### src/hw/rtl/assert_macros.svh
// Assertion helpers for the fader RTL.
`ifndef ASSERT_MACROS_SVH
`define ASSERT_MACROS_SVH

// Check a property on every rising edge outside reset.
`define AST_CLK_RST(lbl, clk, rst, prop, msg) \
  lbl: assert property (@(posedge clk) disable iff (rst) prop) else $error(msg);

// Check a property on every rising edge, reset included.
`define AST_CLK(lbl, clk, prop, msg) \
  lbl: assert property (@(posedge clk) prop) else $error(msg);

`endif

### src/hw/rtl/rlf_pkg.sv
`timescale 1ns / 1ps

package rlf_pkg;

  localparam int unsigned COLOR_MAX_DEFAULT = 1023;

  localparam int unsigned DATA_W  = 32;
  localparam int unsigned ADDR_W  = 3;
  localparam int unsigned INC_W   = 9;
  localparam int unsigned STEP_W  = 10;
  localparam int unsigned LED_W   = 10;
  localparam int unsigned PHASE_W = 3;

  localparam logic [INC_W-1:0]  INC_RESET   = 9'd25;
  localparam logic [STEP_W-1:0] LIMIT_RESET = 10'd500;

  localparam logic REG_STEP_INCREMENT = 1'b0;
  localparam logic REG_STEP_LIMIT     = 1'b1;

  localparam logic FUNC_TICK = 1'b0;
  localparam logic FUNC_SET  = 1'b1;

  localparam logic [PHASE_W-1:0] PH_G_UP = 3'd0;
  localparam logic [PHASE_W-1:0] PH_R_DN = 3'd1;
  localparam logic [PHASE_W-1:0] PH_B_UP = 3'd2;
  localparam logic [PHASE_W-1:0] PH_G_DN = 3'd3;
  localparam logic [PHASE_W-1:0] PH_R_UP = 3'd4;
  localparam logic [PHASE_W-1:0] PH_B_DN = 3'd5;

  typedef struct packed {
    logic [INC_W-1:0]  step_increment;
    logic [STEP_W-1:0] step_limit;
  } cfg_t;

  typedef struct packed {
    logic              func;
    logic              button_up;
    logic              button_down;
    logic [STEP_W-1:0] step_value;
  } item_t;

  typedef struct packed {
    logic [LED_W-1:0]  red;
    logic [LED_W-1:0]  green;
    logic [LED_W-1:0]  blue;
    logic [STEP_W-1:0] step_now;
    logic              accepted;
  } result_t;

endpackage

### src/hw/rtl/rainbow_led_fader.sv
`timescale 1ns / 1ps
// Channel   Dir  Handshake              Payload
// in        in   in_valid / in_ready    func, button_up, button_down, step_value
// out       out  out_valid / out_ready  red, green, blue, step_now, accepted
// cfg       in   psel / penable         pwrite, paddr, pwdata, prdata, pready
//
// One beat per cycle sustained while out_ready is high. The input register feeds
// the wheel logic, which updates state and the result register in the same edge.
// A stalled result register backs up the input register, then in_ready drops.
// Reset is synchronous; no clearing pass.

`include "assert_macros.svh"

module rainbow_led_fader #(
  parameter int unsigned COLOR_MAX = rlf_pkg::COLOR_MAX_DEFAULT
) (
  input  logic                        clk,
  input  logic                        rst,
  input  logic                        in_valid,
  output logic                        in_ready,
  input  logic                        func,
  input  logic                        button_up,
  input  logic                        button_down,
  input  logic [rlf_pkg::STEP_W-1:0]  step_value,
  output logic                        out_valid,
  input  logic                        out_ready,
  output logic [rlf_pkg::LED_W-1:0]   red,
  output logic [rlf_pkg::LED_W-1:0]   green,
  output logic [rlf_pkg::LED_W-1:0]   blue,
  output logic [rlf_pkg::STEP_W-1:0]  step_now,
  output logic                        accepted,
  input  logic                        psel,
  input  logic                        penable,
  input  logic                        pwrite,
  input  logic [rlf_pkg::ADDR_W-1:0]  paddr,
  input  logic [rlf_pkg::DATA_W-1:0]  pwdata,
  output logic [rlf_pkg::DATA_W-1:0]  prdata,
  output logic                        pready
);
  import rlf_pkg::*;

  cfg_t    cfg;
  item_t   item_q;
  logic    item_valid;
  logic    fire;
  result_t res;
  result_t res_q;

  rlf_cfg u_cfg (
    .clk     (clk),
    .rst     (rst),
    .psel    (psel),
    .penable (penable),
    .pwrite  (pwrite),
    .paddr   (paddr),
    .pwdata  (pwdata),
    .prdata  (prdata),
    .pready  (pready),
    .cfg     (cfg)
  );

  rlf_wheel #(
    .COLOR_MAX (COLOR_MAX)
  ) u_wheel (
    .clk  (clk),
    .rst  (rst),
    .fire (fire),
    .item (item_q),
    .cfg  (cfg),
    .res  (res)
  );

  assign fire     = item_valid && (!out_valid || out_ready);
  assign in_ready = !item_valid || fire;

  always_ff @(posedge clk) begin
    if (rst) begin
      item_valid <= 1'b0;
    end else if (in_ready) begin
      item_valid <= in_valid;
    end
  end

  always_ff @(posedge clk) begin
    if (in_valid && in_ready) begin
      item_q.func        <= func;
      item_q.button_up   <= button_up;
      item_q.button_down <= button_down;
      item_q.step_value  <= step_value;
    end
  end

  always_ff @(posedge clk) begin
    if (rst) begin
      out_valid <= 1'b0;
    end else if (fire) begin
      out_valid <= 1'b1;
    end else if (out_ready) begin
      out_valid <= 1'b0;
    end
  end

  always_ff @(posedge clk) begin
    if (fire) begin
      res_q <= res;
    end
  end

  assign red      = res_q.red;
  assign green    = res_q.green;
  assign blue     = res_q.blue;
  assign step_now = res_q.step_now;
  assign accepted = res_q.accepted;

  `AST_CLK_RST(a_empty_ready, clk, rst, !item_valid |-> in_ready, "empty but not ready")
  `AST_CLK_RST(a_fire_out, clk, rst, fire |=> out_valid, "beat lost before result")
  `AST_CLK_RST(a_full_stall, clk, rst, item_valid && !fire |-> !in_ready, "taken while full")
  `AST_CLK(a_rst_clear, clk, $past(rst) |-> (!out_valid && !item_valid), "reset left valid set")

endmodule

### src/hw/rtl/rlf_cfg.sv
`timescale 1ns / 1ps

module rlf_cfg (
  input  logic                         clk,
  input  logic                         rst,
  input  logic                         psel,
  input  logic                         penable,
  input  logic                         pwrite,
  input  logic [rlf_pkg::ADDR_W-1:0]   paddr,
  input  logic [rlf_pkg::DATA_W-1:0]   pwdata,
  output logic [rlf_pkg::DATA_W-1:0]   prdata,
  output logic                         pready,
  output rlf_pkg::cfg_t                cfg
);
  import rlf_pkg::*;

  logic reg_sel;
  logic wr_en;

  assign pready  = 1'b1;
  assign reg_sel = paddr[ADDR_W-1];
  assign wr_en   = psel && penable && pwrite && pready;

  always_ff @(posedge clk) begin
    if (rst) begin
      cfg.step_increment <= INC_RESET;
      cfg.step_limit     <= LIMIT_RESET;
    end else if (wr_en) begin
      unique case (reg_sel)
        REG_STEP_INCREMENT: cfg.step_increment <= pwdata[INC_W-1:0];
        REG_STEP_LIMIT:     cfg.step_limit     <= pwdata[STEP_W-1:0];
        default: ;
      endcase
    end
  end

  always_comb begin
    unique case (reg_sel)
      REG_STEP_INCREMENT: prdata = DATA_W'(cfg.step_increment);
      REG_STEP_LIMIT:     prdata = DATA_W'(cfg.step_limit);
      default:            prdata = '0;
    endcase
  end

endmodule

### src/hw/rtl/rlf_wheel.sv
`timescale 1ns / 1ps

module rlf_wheel #(
  parameter int unsigned COLOR_MAX = rlf_pkg::COLOR_MAX_DEFAULT
) (
  input  logic              clk,
  input  logic              rst,
  input  logic              fire,
  input  rlf_pkg::item_t    item,
  input  rlf_pkg::cfg_t     cfg,
  output rlf_pkg::result_t  res
);
  import rlf_pkg::*;

  localparam int unsigned LW = $clog2(COLOR_MAX + 1);
  localparam int unsigned AW = (LW > STEP_W) ? LW : STEP_W;
  localparam int unsigned SW = AW + 1;
  localparam logic [LW-1:0] LVL_MAX = LW'(COLOR_MAX);
  localparam logic [SW-1:0] SUM_MAX = SW'(COLOR_MAX);

  logic [PHASE_W-1:0] phase, phase_next;
  logic [LW-1:0]      red_level, red_level_next;
  logic [LW-1:0]      green_level, green_level_next;
  logic [LW-1:0]      blue_level, blue_level_next;
  logic [STEP_W-1:0]  step_size, step_size_next;

  logic [LW-1:0]     sel_level;
  logic [LW-1:0]     moved;
  logic              up;
  logic              adv;
  logic [SW-1:0]     sum;
  logic [SW-1:0]     diff;
  logic [STEP_W:0]   bump;
  logic [STEP_W-1:0] step_tmp;
  logic              step_on;

  function automatic logic [LED_W-1:0] to_led(input logic [LW-1:0] v);
    logic [AW-1:0] w;
    w = AW'(v);
    return w[LED_W-1:0];
  endfunction

  always_comb begin
    up        = 1'b0;
    sel_level = green_level;
    unique case (phase)
      PH_G_UP: begin sel_level = green_level; up = 1'b1; end
      PH_R_DN: begin sel_level = red_level;   up = 1'b0; end
      PH_B_UP: begin sel_level = blue_level;  up = 1'b1; end
      PH_G_DN: begin sel_level = green_level; up = 1'b0; end
      PH_R_UP: begin sel_level = red_level;   up = 1'b1; end
      PH_B_DN: begin sel_level = blue_level;  up = 1'b0; end
      default: begin sel_level = green_level; up = 1'b0; end
    endcase
    sum  = SW'(sel_level) + SW'(step_size);
    diff = SW'(sel_level) - SW'(step_size);
    if (up) begin
      if (sum >= SUM_MAX) begin
        moved = LVL_MAX;
        adv   = 1'b1;
      end else begin
        moved = sum[LW-1:0];
        adv   = 1'b0;
      end
    end else if (SW'(step_size) > SW'(sel_level) || diff >= SUM_MAX) begin
      moved = '0;
      adv   = 1'b1;
    end else begin
      moved = diff[LW-1:0];
      adv   = 1'b0;
    end
  end

  always_comb begin
    phase_next       = phase;
    red_level_next   = red_level;
    green_level_next = green_level;
    blue_level_next  = blue_level;
    step_size_next   = step_size;
    step_on          = (step_size != '0);
    bump             = '0;
    step_tmp         = step_size;
    res.accepted     = 1'b1;
    res.red          = '0;
    res.green        = '0;
    res.blue         = '0;

    if (item.func == FUNC_TICK) begin
      if (step_on) begin
        unique case (phase)
          PH_G_UP, PH_G_DN: green_level_next = moved;
          PH_R_DN, PH_R_UP: red_level_next   = moved;
          PH_B_UP, PH_B_DN: blue_level_next  = moved;
          default: ;
        endcase
        if (phase > PH_B_DN) begin
          phase_next = PH_G_UP;
        end else if (adv) begin
          phase_next = (phase == PH_B_DN) ? PH_G_UP : PHASE_W'(phase + 3'd1);
        end
        res.red   = to_led(red_level_next);
        res.green = to_led(green_level_next);
        res.blue  = to_led(blue_level_next);
      end
      if (item.button_up) begin
        bump     = {1'b0, step_size} + (STEP_W + 1)'(cfg.step_increment);
        step_tmp = (bump > {1'b0, cfg.step_limit}) ? cfg.step_limit : bump[STEP_W-1:0];
      end
      if (item.button_down) begin
        step_tmp = (STEP_W'(cfg.step_increment) > step_tmp) ? '0
                 : step_tmp - STEP_W'(cfg.step_increment);
      end
      step_size_next = step_tmp;
    end else begin
      if (item.step_value <= cfg.step_limit) begin
        step_size_next = item.step_value;
      end else begin
        res.accepted = 1'b0;
      end
      if (step_size_next != '0) begin
        res.red   = to_led(red_level);
        res.green = to_led(green_level);
        res.blue  = to_led(blue_level);
      end
    end
    res.step_now = step_size_next;
  end

  always_ff @(posedge clk) begin
    if (rst) begin
      phase       <= PH_G_UP;
      red_level   <= LVL_MAX;
      green_level <= '0;
      blue_level  <= '0;
      step_size   <= '0;
    end else if (fire) begin
      phase       <= phase_next;
      red_level   <= red_level_next;
      green_level <= green_level_next;
      blue_level  <= blue_level_next;
      step_size   <= step_size_next;
    end
  end

endmodule

### config.mk
export PLATFORM = sky130hd
export DESIGN_NAME = rainbow_led_fader
export DESIGN_NICKNAME = d
export VERILOG_FILES = /design/src/hw/rtl/rlf_pkg.sv /design/src/hw/rtl/rainbow_led_fader.sv /design/src/hw/rtl/rlf_cfg.sv /design/src/hw/rtl/rlf_wheel.sv
export VERILOG_INCLUDE_DIRS = /design/src /design/src/hw/rtl
export SDC_FILE = /design/constraint.sdc
export NUM_CORES = 1
export LEC_CHECK = 0
export BUFFER_PORTS_ARGS = -buffer_cell sky130_fd_sc_hd__buf_2
export CAP_MARGIN = 15
export CORE_AREA = 3 3 172 174
export DETAILED_ROUTE_END_ITERATION = 12
export DIE_AREA = 0 0 175 177
export GPL_TIMING_DRIVEN = 0
export PLACE_DENSITY = 0.53
export SKIP_LAST_GASP = 1
export SYNTH_ARGS = -nofsm -noshare
export SYNTH_HDL_FRONTEND = slang
export SYNTH_HIERARCHICAL = 1
export SYNTH_SLANG_ARGS = --single-unit
### constraint.sdc
create_clock -name clk -period 5.7 [get_ports clk]
set_input_delay 1.14 -clock clk [delete_from_list [all_inputs] [get_ports clk]]
set_output_delay 1.14 -clock clk [all_outputs]
set_load 0.01 [all_outputs]
# Yosys cells after proc, flatten, opt, wreduce, memory -nomap -nowiden
# Cells that the tools add are included.
[word_totals] inputBits=55 register_bits=118 word_cells=88
[op_classes] n_reduce_logical=22 n_lt_le_gt_ge=7 bitwise=2 add_sub_neg=5 eq_ne=5 muxes=29
[ops] cell="$mux W10" count=14
[ops] cell="$mux W30" count=3
[ops] cell="$pmux W32 S2" count=1
[ops] cell="$ge A11 B10 Y1 const B" count=2
[ops] cell="$pmux W10 S2" count=1
[ops] cell="$reduce_bool A10 Y1" count=2
[ops] cell="$add A10 B10 Y11" count=1
[ops] cell="$add A10 B9 Y11" count=1
[ops] cell="$gt A11 B10 Y1" count=1
[ops] cell="$sub A10 B10 Y11" count=1
[ops] cell="$gt A10 B10 Y1" count=1
[ops] cell="$gt A9 B10 Y1" count=1
[ops] cell="$le A10 B10 Y1" count=1
[ops] cell="$sub A10 B9 Y10" count=1
[ops] cell="$mux W3" count=3
[ops] cell="$mux W1" count=7
[ops] cell="$eq A3 B2 Y1 const B" count=2
[ops] cell="$eq A3 B3 Y1 const B" count=2
[ops] cell="$reduce_or A2 Y1" count=3
[ops] cell="$logic_and A1 B1 Y1" count=4
[ops] cell="$reduce_and A2 Y1" count=2
[ops] cell="$reduce_and A4 Y1" count=1
[ops] cell="$reduce_bool A2 Y1" count=2
[ops] cell="$add A3 B1 Y3 const B" count=1
[ops] cell="other kinds (8)" count=12

# Logic depth before layout (Yosys ltp)
# Gate-level depths: netlist (run 1).
[depth] depth_word=11 ltp_mapped=28

# Hierarchy
# Netlist (run 1), hierarchy kept.
[by_module_without_submodules] module="rlf_wheel" n_inst=1 seq_area_each_um2=860.8 area_per_inst_um2=5614.1 cells_per_inst=779
[by_module_without_submodules] module="rainbow_led_fader" n_inst=1 seq_area_each_um2=1661.6 area_per_inst_um2=1725.4 cells_per_inst=64
[by_module_without_submodules] module="rlf_cfg" n_inst=1 seq_area_each_um2=380.4 area_per_inst_um2=1102.3 cells_per_inst=118

# Least setup slack after synthesis (run 1)
# OpenSTA, ideal clock, no wires.
[synth_timing] path_type="flip-flop to flip-flop" startpoint="reg u_wheel.step_size[1]" endpoint="reg res_q, in the netlist step_now[1], data pin" arrival_time_ps=5103 n_path_buf=0 period_less_slack_ps=5369 path_stages_with_launch=26 setup_ps=266 path_slack_ps=331 path_cell_list="dfxtp_1 -> inv_1 -> fa_1 -> nor2b_1 -> o31a_1 -> o21a_1 -> nor2_1 -> xnor2_1 -> ha_1 -> a211oi_1 -> nand2_1 -> o221ai_1 -> a211oi_1 -> o21ai_0 -> a31o_2 -> ha_1 -> inv_1 -> fa_1 -> a21oi_1 -> o2111a_1 -> and3b_1 -> o31ai_1 -> a211o_1 -> o311a_1 -> and3_1 -> a221o_1"
[synth_lines] element="start, declared" line_no="rlf_wheel.sv:25" rtl="logic [STEP_W-1:0] step_size, step_size_next;"
[synth_lines] element="start signal, assigned" line_no="rlf_wheel.sv:141" rtl="step_size <= step_size_next;"
[synth_lines] element="end signal, assigned" line_no="rainbow_led_fader.sv:105" rtl="res_q <= res;"
[synth_lines] element="end, declared" line_no="rainbow_led_fader.sv:47" rtl="result_t res_q;"

==> results of run 1 <==
## state kept, by name (all words and copies together) (netlist names)
signal	flops
accepted	1
blue	10
green	10
item_q	13
item_valid	1
out_valid	1
red	10
step_now	10
u_cfg/cfg	19
u_wheel/blue_level	10
u_wheel/green_level	10
u_wheel/phase	3
u_wheel/red_level	10
u_wheel/step_size	10
## cell families (layout without fill, tap and decap cells)
group / count (synthesis) / in the layout / share of synthesized area (%)
compound gates: 282 / 282 / 23.15
xor+xnor: 20 / 20 / 2.075
fa+ha+maj: 63 / 63 / 9.693
buf+inv: 126 / 263 / 7.025
flops: 118 / 118 / 34.39
mux: 42 / 42 / 5.113
other cells: 2 / 23 / 0.08896
simple gates: 308 / 308 / 18.47
## what timing repair did
action                                  in CTS  in global routing
pin swaps                                    9                 20
endpoints found under the setup margin      20                 20
setup buffers                                8                 14
gates resized for setup                     32                 46
## synthesized netlist by cell type (7+ instances only)
library cell | number | area (um2)
xnor2_1 | 17 | 148.9
nor2_1 | 105 | 394.1
buf_4 | 24 | 180.2
dfxtp_1 | 64 | 1281
mux2i_1 | 33 | 330.3
nor4_1 | 10 | 62.56
nor2b_1 | 16 | 100.1
nand2_1 | 40 | 150.1
inv_1 | 57 | 214.0
a221o_1 | 9 | 90.09
mux2_2 | 9 | 101.4
edfxtp_1 | 54 | 1622
ha_1 | 59 | 738.2
nor3_1 | 33 | 165.2
a31oi_1 | 10 | 62.56
o21a_1 | 13 | 97.59
o2bb2ai_1 | 24 | 210.2
o22ai_1 | 10 | 62.56
o21ai_0 | 49 | 245.2
or2_2 | 7 | 43.79
a21o_1 | 8 | 60.06
nand3_1 | 18 | 90.09
a21oi_1 | 68 | 340.3
o31ai_1 | 7 | 52.55
buf_2 | 12 | 60.06
a211oi_1 | 15 | 112.6
nand2b_1 | 36 | 225.2
clkbuf_1 | 30 | 112.6
o211ai_1 | 9 | 67.56
## area by class of cell
type	instances	area [um2]	area share [%]
clock buffers	17	425.4	4.060
flip-flops and latches	118	2927	27.93
clock inverters	15	155.1	1.481
repair buffers	106	600.6	5.732
multi-input cells	738	5301	50.60
plain buffers	67	377.9	3.606
inverters	58	217.7	2.078
well taps	378	473.0	4.514
## power by group through the flow
| stage | Combinational, mW | Clock (mW) | Sequential (mW) |
|---|---|---|---|
| 2_1_floorplan | 0.477 | 0 | 0.979 |
| 3_3_place_gp | 0.670 | 0 | 0.981 |
| 3_5_place_dp | 0.671 | 0 | 0.982 |
| 4_1_cts | 0.698 | 1.10 | 0.963 |
| 5_1_grt | 0.817 | 1.14 | 0.967 |
| 6_report | 0.745 | 1.08 | 0.963 |
## stage by stage
step	setup TNS [ns]	cell area, um2	total power [mW]	utilization (%)	instances
3_3_place_gp	-13.55	9409	1.651	33.68	1443
3_5_place_dp	-14.02	9409	1.653	33.68	1443
6_report	0	10480	2.784	37.51	1497
5_1_grt	-0.6175	10480	2.925	37.51	1497
4_1_cts	0	10160	2.764	36.37	1483
2_1_floorplan	0	8521	1.455	-	982
## worst min-delay path, stage by stage, from the launching register on
cell and delay (ns):
dfxtp_1 0.34, inv_1 0.06, a21oi_1 0.05
## worst max path at each step
stage | to | from
after CTS | u_wheel/step_size[1] | u_cfg/cfg[12]
after global placement | u_wheel/step_size[0] | u_wheel/step_size[1]
final | u_wheel/step_size[1] | u_wheel/step_size[0]
after global routing | u_wheel/step_size[7] | u_wheel/step_size[1]
after floorplan | step_now[1] | u_wheel/step_size[1]
after detailed placement | u_wheel/step_size[0] | u_wheel/step_size[1]
## placed cells by master (no fill, tap or decap), drive strengths merged, types with 11 or more instances in the layout
| cell type | instances |
|---|---|
| buf | 144 |
| nor2 | 106 |
| a21oi | 70 |
| inv | 68 |
| dfxtp | 64 |
| ha | 59 |
| edfxtp | 54 |
| o21ai | 53 |
| clkbuf | 46 |
| nand2 | 42 |
| nand2b | 36 |
| mux2i | 33 |
| nor3 | 33 |
| o2bb2ai | 24 |
| conb | 23 |
| nand3 | 18 |
| xnor2 | 17 |
| nor2b | 16 |
| a211oi | 16 |
| o21a | 14 |
| nor4 | 11 |
## metal layers
layer | share of wire, % | wire (um)
met4 | 2.1 | 573
met1 | 47 | 12580
met2 | 44 | 11760
met3 | 7.0 | 1869
met5 | 0 | 0
==> metrics, run 1 <==
run status=complete, no violations; Die Wd=175 um; initial drt markers=604; CTS tree=done; clock root cell=clkbuf_16; met2 Usage GRT=26.14%; sequential power share=34.6%; Initial DRT Pass Iterations=5; worst path required time=6.01 ns; unrepaired setup endpoints after global routing=true; Hold Path Origin=item_valid; Worst Hold Slack=0.4905 ns; R2R cell count=28; antenna violations before repair=0; M1 GR Usage=24.35%; fin. max-slew vios=0; Pint=1.816 mW; Hold Buf Count CTS=0; crit path kind=flop to flop; clock power share=38.6%; hold path depth=2; Power Dens Cells=265.7 nW/um2; Async SR Flop Fraction=0%; GR Layer Usage met3=3.024%; Vias/cell=5.272; Top FF cell, synth=dfxtp_1; Tcrit/Tclk final=98.01%; fillers=2,922; total grt overflow=0; GRT Util Overall=17.06%; Max-Cap Viols=0; Setup-failing EPs final=0; endpoints failing hold=0; clk slew on worst S/H paths=0.06 ns; Syn Inst Count=961; DRC Markers=0; critical path startpoint category=flop; Max Root-Sink Buffers=2; IO Pins=131; final clock skew=0.01627 ns; H-tree depth=4; share of cells above drive strength 1=24.22%; Comb pwr share=26.7%; Synth Cell Area=8442 um2; Initial Util=30.22%; CP Max Fanout=7; Layout Nets=1,224; post-DP HPWL=20,330 um; Psw=967.7 uW; final worst setup slack=0.1136 ns; Top Usage Layer GRT=met2; LEAKAGE=4.278 nW; CTS Sinks=118; vias in the first global route=7,423; Least-Margin Pin Slew=0.9527 ns; register bit total from synthesis=118; Synth Warn #=6; worst hold path class=flop to flop; Vias=7,892; Rel. slew slack=36.19%; family with the most delay on the worst path=compound AO/OA/AOI/OAI gates; die area=30,980 um2; switch share=34.76%; Seq/Total Area, Yosys=34.39%; clock latency on the worst-skew pair=0.43 ns; final WL=26,780 um; highest clock rate=179.0 MHz; hold endpoint=out_valid; CP max stage delay=0.42 ns; Cell variety after synth=85; pin count of the biggest net entering global routing=46; Post-synth EDFFs=54; synthesis-to-layout area growth=24.11%; mean area per synthesized cell=8.784 um2; CP Depth=28; reg2reg start=u_wheel/step_size[0]; GP Congestion=0.8794; total CTS buffers=17; Critical Path AT=5.89 ns; Min Clock Period, post-route=5.586 ns; Worst setup EP type=flop; Site Rows=61; R2R setup slack=0.11 ns; worst-path cell with the longest stage delay=fa_2; port bufs=83; maximum vdd drop=115.7 uV; Routed Antenna Nets=0; Buf/Inv on CP=5; ANT cells=0; reg-to-reg critical path endpoint=u_wheel/step_size[1]; Place WS=-0.8967 ns; first-pass GRT wire length=41,710 um; die height=177 um; core area=27,930 um2; per-cell routed wire length=17.89 um
(Power assumes the default switching activity.)
==> run 2: changes to the inputs <==
Settings changed: CAP_MARGIN 15 to 30, PLACE_DENSITY 0.53 to 0.46.
==> metrics, run 2 (same netlist as run 1, synthesis figures left out) <==
LEAKAGE=4.340 nW (was 4.278 nW); Critical Path AT=5.97 ns (was 5.89 ns); final clock skew=0.01139 ns (was 0.01627 ns); Vias/cell=5.128 (was 5.272); clock latency on the worst-skew pair=0.43 ns (about the same); CTS tree=done (unchanged); Site Rows=61 (unchanged); clock root cell=clkbuf_16 (unchanged); worst path required time=6.01 ns (about the same); run status=complete, no violations (unchanged); Place WS=-0.9075 ns (was -0.8967 ns); port bufs=83 (unchanged); hold endpoint=out_valid (unchanged); Least-Margin Pin Slew=0.9836 ns (was 0.9527 ns); DRC Markers=0 (unchanged); reg2reg start=u_wheel/step_size[0] (unchanged); Vias=7,697 (was 7,892); Rel. slew slack=34.19% (was 36.19%); Max Root-Sink Buffers=2 (unchanged); critical path startpoint category=flop (unchanged); reg-to-reg critical path endpoint=u_wheel/step_size[1] (unchanged); Die Wd=175 um (unchanged); synthesis-to-layout area growth=26.65% (was 24.11%); H-tree depth=4 (unchanged); fin area=10,690 um2 (was 10,480 um2); Worst setup EP type=flop (unchanged); Layout Nets=1,228 (was 1,224); share of cells above drive strength 1=25.82% (was 24.22%); highest clock rate=176.7 MHz (was 179.0 MHz); R2R setup slack=0.04 ns (was 0.11 ns); die area=30,980 um2 (unchanged); total CTS buffers=17 (unchanged); per-cell routed wire length=18.68 um (was 17.89 um); GRT Util Overall=17.92% (was 17.06%); Power, Total=2.858 mW (was 2.784 mW); worst setup path startpoint=u_wheel/step_size[0] (unchanged); antenna violations before repair=0 (unchanged); unrepaired setup endpoints after global routing=true (unchanged); Initial DRT Pass Iterations=5 (unchanged); fin. max-slew vios=0 (unchanged); final WL=28,040 um (was 26,780 um); Min Clock Period, post-route=5.659 ns (was 5.586 ns); Routed Antenna Nets=0 (unchanged); core area=27,930 um2 (unchanged); vias in the first global route=7,561 (was 7,423); total grt overflow=0 (unchanged); Power Dens Cells=267.4 nW/um2 (was 265.7 nW/um2); Initial Util=30.22% (unchanged); Largest register FFs=19 (unchanged); CTS Sinks=118 (unchanged); Hold Path Origin=item_valid (unchanged); Tcrit/Tclk final=99.28% (was 98.01%); IO Pins=131 (unchanged); pin count of the biggest net entering global routing=34 (was 46); Setup-failing EPs final=0 (unchanged); ANT cells=0 (unchanged); fillers=2,901 (was 2,922); worst hold path class=flop to flop (unchanged); most flop-heavy register=u_cfg/cfg (unchanged); die height=177 um (unchanged); R2R cell count=27 (was 28); GP Congestion=0.8577 (was 0.8794); biggest regs=u_cfg/cfg: 19 flops, item_q: 13 flops (unchanged); CP Max Fanout=7 (unchanged); final worst setup slack=0.04112 ns (was 0.1136 ns); commonest non-fill, non-tap cell in the layout=nor2_1 (unchanged); Worst Hold Slack=0.4915 ns (was 0.4905 ns); crit path kind=flop to flop (unchanged); post-DP HPWL=21,570 um (was 20,330 um); initial drt markers=607 (was 604); setup_tns=0 ns (unchanged); clk slew on worst S/H paths=0.06 ns (about the same); Max-Cap Viols=0 (unchanged); placed instance area=9429 um2 (was 9409 um2); first-pass GRT wire length=43,150 um (was 41,710 um); maximum vdd drop=173.5 uV (was 115.7 uV); most frequent cells in the layout=103 x nor2_1, 94 x buf_2, 54 x edfxtp_1 (was 101 x nor2_1, 94 x buf_2, 57 x a21oi_1); hold path depth=2 (unchanged); Hold Buf Count CTS=0 (unchanged); endpoints failing hold=0 (unchanged)
## run 2: cell types whose count changed in the layout (fill, tap and decap cells not counted), sizes merged
cell,delta
buf,+4
clkinvlp,+4
inv,-4
clkinv,-3
bufinv,+2
clkbuf,+1
## run 2: how the worst max path moves through the flow
stage,end,slack [ns],cells after the start
after global routing,u_wheel/step_size[1],-0.13,24
after global placement,u_wheel/step_size[0],-0.94,26
after detailed placement,u_wheel/step_size[0],-0.91,26
after floorplan,step_now[1],0.33,25
final,u_wheel/step_size[1],0.04,27
after CTS,u_wheel/step_size[1],0.003,26
## run 2: routing by layer
layer	up-vias	track usage [%]	share of wire [%]
li1	3809	-	-
met1	3631	24.81	47
met2	221	28.91	46
met3	36	2.746	4.7
met4	0	5.419	2.3
met5	-	0	0
## run 2: worst max-delay path: stages (launching register included)
cell and delay [ns]:
dfxtp_4 0.38, ha_4 0.14, inv_2 0.03, fa_2 0.37, nor2b_2 0.16, o31a_1 0.18, buf_4 0.13, o21ai_0 0.14
xnor2_2 0.39, ha_4 0.27, nand4_1 0.11, nor3_2 0.07, a211o_1 0.24, buf_6 0.15, nand3_2 0.06, a31o_4 0.18
ha_4 0.13, inv_2 0.04, fa_2 0.40, a21oi_2 0.17, o2111a_2 0.27, and3b_2 0.22, o31ai_4 0.09, a211o_1 0.32
o311a_4 0.19, and3_4 0.17, a221o_1 0.32, a21o_1 0.20
## run 2: through the flow
step	cells	util [%]
floorplan	982	-
global placement	1443	33.68
detailed placement	1444	33.75
CTS	1486	36.69
global route	1501	38.27
finish	1501	38.27
## run 2: cell type report
class                   instances  area, um2  share of cell area, %
inverters                      58      221.5                  2.071
repair buffers                110      630.6                  5.898
clock inverters                14      162.7                  1.521
flip-flops and latches        118       2930                  27.41
plain buffers                  67      377.9                  3.534
multi-input cells             738       5456                  51.04
clock buffers                  18      439.2                  4.108
well taps                     378      473.0                  4.424
## run 2: report_power, final
group / total, mW / leakage (nW) / switching [mW] / internal [mW]
registers: 0.964 / 1.04 / 0.0325 / 0.931
logic: 0.778 / 3.01 / 0.465 / 0.313
clock network: 1.12 / 0.283 / 0.449 / 0.668
total: 2.86 / 4.34 / 0.947 / 1.91
## run 2: what timing repair did
item                                   in CTS  in global routing
gates resized for setup                    37                 62
gates cloned                                0                  0
pin swaps                                   9                 39
setup buffers                              10                 17
endpoints found under the hold margin       0                  0
setup endpoints to repair                  20                 20
